`src/billboard_quad_vertex_generator_assert.svh`:
```
// Assertion macros used by the billboard quad generator control module
`ifndef BILLBOARD_QUAD_VERTEX_GENERATOR_ASSERT_SVH
`define BILLBOARD_QUAD_VERTEX_GENERATOR_ASSERT_SVH

// same-cycle implication
`define BBQ_ASSERT_NOW(label, clk, rst, ante, cons) \
  label: assert property (@(posedge clk) disable iff (rst) (ante) |-> (cons)) \
    else $error("bbq assertion failed");

// next-cycle implication
`define BBQ_ASSERT_NEXT(label, clk, rst, ante, cons) \
  label: assert property (@(posedge clk) disable iff (rst) (ante) |=> (cons)) \
    else $error("bbq assertion failed");

`endif

```
`src/bbq_pkg.sv`:
```
// Types, codes and helpers of the billboard quad vertex generator
`timescale 1ns / 1ps
package bbq_pkg;
  localparam int COORD_W = 20;
  localparam int CNT_W   = 5;
  localparam int SLOT_W  = 4;
  localparam int DIST_W  = 44;
  localparam int CFG_W   = 60;

  localparam logic [1:0] OP_CLEAR  = 2'd0;
  localparam logic [1:0] OP_APPEND = 2'd1;
  localparam logic [1:0] OP_UPDATE = 2'd2;

  localparam logic [2:0] CFG_CYLINDRICAL = 3'd0;
  localparam logic [2:0] CFG_SORT_EN     = 3'd1;
  localparam logic [2:0] CFG_CAMERA      = 3'd2;
  localparam logic [2:0] CFG_UP          = 3'd3;
  localparam logic [2:0] CFG_RIGHT       = 3'd4;

  localparam logic [CFG_W-1:0] UP_RESET    = 60'd137438953472;
  localparam logic [CFG_W-1:0] RIGHT_RESET = 60'd131072;
  localparam logic signed [COORD_W-1:0] UNIT_ONE = 20'sd131072;

  typedef logic signed [COORD_W-1:0] coord_t;

  typedef struct packed {
    coord_t cx;
    coord_t cy;
    coord_t cz;
    coord_t w;
    coord_t h;
  } quad_t;

  typedef enum logic [2:0] {ST_IDLE, ST_DIST, ST_SORT, ST_GEN, ST_EMIT} state_t;

  typedef struct packed {
    logic              store_clear;
    logic              append;
    logic              dist_step;
    logic              sort_step;
    logic              phase;
    logic              gen_step;
    logic              emit;
    logic              last;
    logic [SLOT_W-1:0] idx;
    logic [1:0]        sub;
  } cmd_t;

  typedef struct packed {
    logic [CNT_W-1:0] count;
    logic             sort_en;
    logic             out_free;
  } status_t;

  function automatic coord_t lane(input logic [CFG_W-1:0] v, input logic [1:0] k);
    coord_t r;
    case (k)
      2'd0:    r = v[19:0];
      2'd1:    r = v[39:20];
      default: r = v[59:40];
    endcase
    return r;
  endfunction
endpackage

```
`src/bbq_ctrl.sv`:
```
// Sequencer for clear, append, distance, sort, corner generation and emission
`timescale 1ns / 1ps
`include "billboard_quad_vertex_generator_assert.svh"
module bbq_ctrl #(
  parameter int MAX_QUADS = 16
) (
  input  logic             clk,
  input  logic             rst,
  input  logic             in_valid,
  input  logic [1:0]       in_op,
  output logic             in_ready,
  input  bbq_pkg::status_t status,
  output bbq_pkg::cmd_t    cmd
);
  bbq_pkg::state_t                state, state_next;
  logic [bbq_pkg::SLOT_W-1:0]     idx, idx_next;
  logic [1:0]                     sub, sub_next;
  logic [bbq_pkg::SLOT_W-1:0]     pass, pass_next;
  logic                           at_last;

  assign at_last = ({1'b0, idx} == status.count - bbq_pkg::CNT_W'(1));

  always_ff @(posedge clk) begin
    if (rst) begin
      state <= bbq_pkg::ST_IDLE;
      idx   <= '0;
      sub   <= '0;
      pass  <= '0;
    end else begin
      state <= state_next;
      idx   <= idx_next;
      sub   <= sub_next;
      pass  <= pass_next;
    end
  end

  always_comb begin
    state_next = state;
    idx_next   = idx;
    sub_next   = sub;
    pass_next  = pass;
    in_ready   = 1'b0;
    cmd        = '0;
    cmd.idx    = idx;
    cmd.sub    = sub;
    cmd.phase  = pass[0];
    case (state)
      bbq_pkg::ST_IDLE: begin
        in_ready = 1'b1;
        if (in_valid) begin
          case (in_op)
            bbq_pkg::OP_CLEAR:  cmd.store_clear = 1'b1;
            bbq_pkg::OP_APPEND: cmd.append = 1'b1;
            bbq_pkg::OP_UPDATE: begin
              if (status.count != '0) begin
                idx_next   = '0;
                sub_next   = '0;
                state_next = status.sort_en ? bbq_pkg::ST_DIST : bbq_pkg::ST_GEN;
              end
            end
            default: ;
          endcase
        end
      end
      bbq_pkg::ST_DIST: begin
        cmd.dist_step = 1'b1;
        if (sub == 2'd2) begin
          sub_next = '0;
          if (at_last) begin
            idx_next   = '0;
            pass_next  = '0;
            state_next = bbq_pkg::ST_SORT;
          end else begin
            idx_next = idx + 1'b1;
          end
        end else begin
          sub_next = sub + 1'b1;
        end
      end
      bbq_pkg::ST_SORT: begin
        cmd.sort_step = 1'b1;
        if (pass == bbq_pkg::SLOT_W'(MAX_QUADS - 1)) begin
          sub_next   = '0;
          state_next = bbq_pkg::ST_GEN;
        end else begin
          pass_next = pass + 1'b1;
        end
      end
      bbq_pkg::ST_GEN: begin
        cmd.gen_step = 1'b1;
        if (sub == 2'd3) begin
          sub_next   = '0;
          state_next = bbq_pkg::ST_EMIT;
        end else begin
          sub_next = sub + 1'b1;
        end
      end
      bbq_pkg::ST_EMIT: begin
        if (status.out_free) begin
          cmd.emit = 1'b1;
          cmd.last = at_last && (sub == 2'd3);
          sub_next = sub + 1'b1;
          if (sub == 2'd3) begin
            if (at_last) begin
              state_next = bbq_pkg::ST_IDLE;
            end else begin
              idx_next   = idx + 1'b1;
              state_next = bbq_pkg::ST_GEN;
            end
          end
        end
      end
      default: state_next = bbq_pkg::ST_IDLE;
    endcase
  end

  `BBQ_ASSERT_NOW(a_ready_idle, clk, rst, in_ready, state == bbq_pkg::ST_IDLE)
  `BBQ_ASSERT_NOW(a_emit_free, clk, rst, cmd.emit, status.out_free)
  `BBQ_ASSERT_NOW(a_idx_range, clk, rst, state != bbq_pkg::ST_IDLE,
                  {1'b0, idx} < status.count)
  `BBQ_ASSERT_NEXT(a_last_idle, clk, rst, cmd.last, state == bbq_pkg::ST_IDLE)
endmodule

```
`config.mk`:
```
export PLATFORM = sky130hd
export DESIGN_NAME = bbq_ctrl
export DESIGN_NICKNAME = d
export VERILOG_FILES = /design/src/bbq_pkg.sv /design/src/bbq_ctrl.sv
export VERILOG_INCLUDE_DIRS = /design/src /design/src/src
export SDC_FILE = /design/constraint.sdc
export NUM_CORES = 1
export LEC_CHECK = 0
export BUFFER_PORTS_ARGS = -buffer_cell sky130_fd_sc_hd__buf_2
export CORE_ASPECT_RATIO = 1.25
export CORE_MARGIN = 2
export CORE_UTILIZATION = 45
export DETAILED_ROUTE_END_ITERATION = 12
export GPL_TIMING_DRIVEN = 0
export PLACE_DENSITY = 0.69
export SLEW_MARGIN = 20
export SYNTH_ARGS = -nofsm -noshare
export SYNTH_HDL_FRONTEND = slang
export SYNTH_SLANG_ARGS = --single-unit
```
`constraint.sdc`:
```
create_clock -name clk -period 2.5 [get_ports clk]
set_input_delay 0.375 -clock clk [delete_from_list [all_inputs] [get_ports clk]]
set_output_delay 0.375 -clock clk [all_outputs]
set_load 0.05 [all_outputs]
```
== Word level (Yosys, flattened, before mapping) ==
Index checks and enable logic that the tools add are counted.
Cells by class
  add/subtract/negate cells: 4
  mux-type cells: 43
  reduce and logical (&&, ||, !) cells: 11
  equal/unequal tests: 21
Operator list (count)
  2-to-1 mux 4 bit: 11
  2-to-1 mux 3 bit: 9
  2-to-1 mux 2 bit: 13
  != test 2 bit, second input constant: 10
  one-hot mux 3 bit (5 select lines): 1
  one-hot mux 4 bit (3 select lines): 1
  one-hot mux 2 bit (5 select lines): 1
  nonzero test 5 bit: 2
  AND reduction 9 bit: 1
  adder 4 x 1 -> 4 bit, second input constant: 2
  one-hot mux 4 bit (2 select lines): 1
  AND reduction 8 bit: 1
  equality test 2 bit, second input constant: 3
  equality test 3 x 2 -> 1 bit, second input constant: 2
  2-to-1 mux 1 bit: 6
  AND reduction 6 bit: 1
  equality test 4 x 5 -> 1 bit: 1
  subtractor 5 x 1 -> 5 bit, second input constant: 1
  equality test 4 bit, second input constant: 1
  AND reduction 4 bit: 1
  equality test 3 x 1 -> 1 bit, second input constant: 1
  equality test 3 bit, second input constant: 1
  zero test 3 bit: 1
  nonzero test 3 bit: 1
  other kinds (6): 6
Storage, ports and cells
  output and inout bits: 15
  logic and storage cells: 83
  flip-flop bits (word level): 13

== Longest topological paths before layout ==
  depth in word-level cells: 6
  depth in mapped cells: 8

== Least setup slack after synthesis ==
Ideal clock, no wire load.
  path type: reg-to-output
  from: reg state[1]
  to: out cmd[13] (netlist name)
  path slack: -1047 ps
  stages on the path, launching flop included: 5
  data arrival time: 3172 ps
  data required time: 2125 ps
  cells stage by stage: dfxtp_1 > clkbuf_1 > or2_2 > nor2_1 > nor4bb_1
RTL lines
  from (decl): RTL line bbq_ctrl.sv:15  | bbq_pkg::state_t state, state_next;
  from (signal assigned): RTL line bbq_ctrl.sv:25  | state <= bbq_pkg::ST_IDLE;
  from (signal assigned): RTL line bbq_ctrl.sv:30  | state <= state_next;
  to (decl): RTL line bbq_ctrl.sv:13  | output bbq_pkg::cmd_t cmd

==> results.md <==
- Ys flop type: dfxtp_1
- Remaining antenna violation count after routing: 0
- Vias in the first global route: 1,170
- I/O Buffers: 26
- Final worst slack: 83.91 ps
- Drt pass-1 iters: 4
- Critical path arrival: 2040 ps
- Leading cell types by count after synthesis: nand2_1, dfxtp_1, nor2_1, inv_1
- Final setup fails: 0
- Crit Reg-Reg Endpoint: state[0]
- Tmin final: 2416 ps
- Crit path launch: status[2]
- DPL Wire Length: 2299 microns
- Cell variety after synth: 53
- Worst Setup End Kind: primary output
- Synth top area cells: dfxtp_1, ha_1, nand2_1, nor2_1, a211oi_1
- Outcome: complete, no violations
- Starting Density: 47.70%
- Worst Path Class, Setup: in2out
- DR vias/cell: 5.883
- Maximum root-to-sink buffer count: 2
- Post-Syn Area: 1170 sq um
- Core area: 2452 sq um
- Worst reg2reg setup slack: 510 ps
- Pre-CTS setup slack: -2.287 ps
- All-Layer GR Usage: 21.70%
- Post-synth EDFFs: 0
- Leakage power: 0.5887 nW
- Async S/R FF share, synth: 0%
- F_max: 0.4139 GHz
- Grt total ovfl: 0
- Register area share after synthesis: 22.25%
- Fin nets: 201
- Row cnt: 20
- Synthesized instance count: 151
- Layout Utilization: 57.04%
- Clk pin slew, worst setup/hold paths: 80 ps
- RSZ-0062 raised after global routing: false
- Slew HR: 66.12%
- Hold Crit Class: in2reg
- CTS tree: yes
- Die width: 49.61 microns
- Max-slew violations: 0
- Die area: 3026 sq um
- Worst Max-Slew Pin Slew: 508.2 ps
- Pwr dens: 826.5 nW/um^2
- YS warnings: 0
- Final Power: 1.156 mW
- Most numerous cell in the Yosys netlist: nand2_1
- Clk sink count: 13
- Startpoint Class: input port
- Post-route DRC: 0
- Synth top area share: 22.25%
- Die Y: 61.01 microns
- Layout cells sized above 1: 23.76%
- DR iter-0 viols: 41
- First-pass GRT wire length: 5133 microns
- Synth Area per Inst: 7.747 sq um
- Final hold violations: 0
- Worst-path maximum fanout: 8
- R2R depth: 7
- Vias: 1,259
- Critical Path RT: 2120 ps
- Seq cells post-synth: 13
- Setup TNS: 0 ps
- Syn_nets: 170
- CTS buffer count: 3
- Initial antenna violation count: 0
- ANT cells: 0
- Synth area leader: dfxtp_1
- Post-CTS Hold Fix Bufs: 0
- R2R Path Start: sub[0]
- Ports: 27
- Clock Skews: 1.483 ps
- H-tree levels: 1
- Final period util: 96.64%
- Routed WL: 3038 microns
- Largest net degree at the start of global routing: 11
- VDD IR-drop max: 538.8 uV
- Max Cap Viol: 0
- Area Overhead vs Synth: 19.57%
- Worst setup endpoint: cmd[6]
- CTS root buf: clkbuf_4
- WL per Instance: 14.20 microns
- Clk Latency, worst-skew pair: 280 ps
- GP Congestion: 0.8141
## registers in the layout, summed over array words and instances, names as in the netlist
register / flops
state: 3
idx: 4
sub: 2
pass: 4
## how the worst min path moves through the flow
stage / cells past startpoint / from / slack, ps / end
2_1_floorplan: 1 / pass[3] / 450 / pass[3]
3_3_place_gp: 1 / pass[3] / 470 / pass[3]
3_5_place_dp: 1 / pass[3] / 490 / pass[3]
4_1_cts: 3 / rst / 420 / idx[0]
5_1_grt: 3 / rst / 450 / idx[0]
6_report: 3 / rst / 420 / idx[0]
## cell type report
type | instances | area (sq um)
plain buffers | 9 | 47.55
inverters | 9 | 33.78
fillers | 260 | 1054
multi-input cells | 120 | 853.3
flip-flops and latches | 13 | 260.3
clock buffers | 4 | 26.28
repair buffers | 26 | 136.4
well taps | 33 | 41.29
## layer usage
layer	wire (microns)	GRT usage, %	share of wire (%)	vias to the layer above
met4	34	7.937	1.1	0
met1	1357	26.32	45	575
li1	-	-	-	636
met3	151	1.478	5.0	5
met5	0	0	0	-
met2	1495	40.57	49	43
## report_power, final
part	total (mW)	leakage [nW]	switching, mW	internal (mW)
clock network	0.134	0.0150	0.0721	0.0619
logic	0.740	0.468	0.514	0.226
registers	0.282	0.106	0.0386	0.244
## placed cells by master, fill, tap and decap left out, drive strengths merged, types with 3 or more instances in the layout
cell,Yosys,layout
a211oi,5,5
a21oi,3,3
a22oi,4,4
a31oi,6,6
buf,5,31
clkbuf,4,8
dfxtp,13,13
ha,7,7
inv,9,9
nand2,15,15
nand2b,4,4
nand3,7,7
nand4,4,4
nor2,12,12
nor2b,5,5
nor3,4,4
nor3b,3,3
o211ai,3,3
o21ai,3,3
xnor2,3,3
## timing repair
| item | in CTS | in global routing |
|---|---|---|
| pin swaps | 0 | 1 |
| endpoints found under the setup margin | 1 | 1 |
| resized for setup | 1 | 3 |
| buffers inserted | 0 | 0 |
| cloned | 0 | 0 |
## worst max-delay path: stages
cell and delay, ps:
buf_2 120, inv_1 60, ha_2 210, or3b_1 370, a22oi_2 200, and4_1 230
buf_6 140, and3_1 170, buf_6 160
## stage by stage
step	std cells	cell area, sq um	hold slack (ps)
after floorplan	151	1187	451.5
after CTS	214	1388	415.4
after global routing	214	1399	450.7
final	214	1399	420.3
after global placement	210	1359	469.1
after detailed placement	210	1359	486.6
## logic make-up after synthesis
kind of cell	synth area share [%]
xor+xnor	3.744
mux	0.8556
buf+inv	6.951
flops	22.25
compound gates	26.85
fa+ha+maj	7.486
simple gates	31.87
Power figures use the tool's default switching activity.
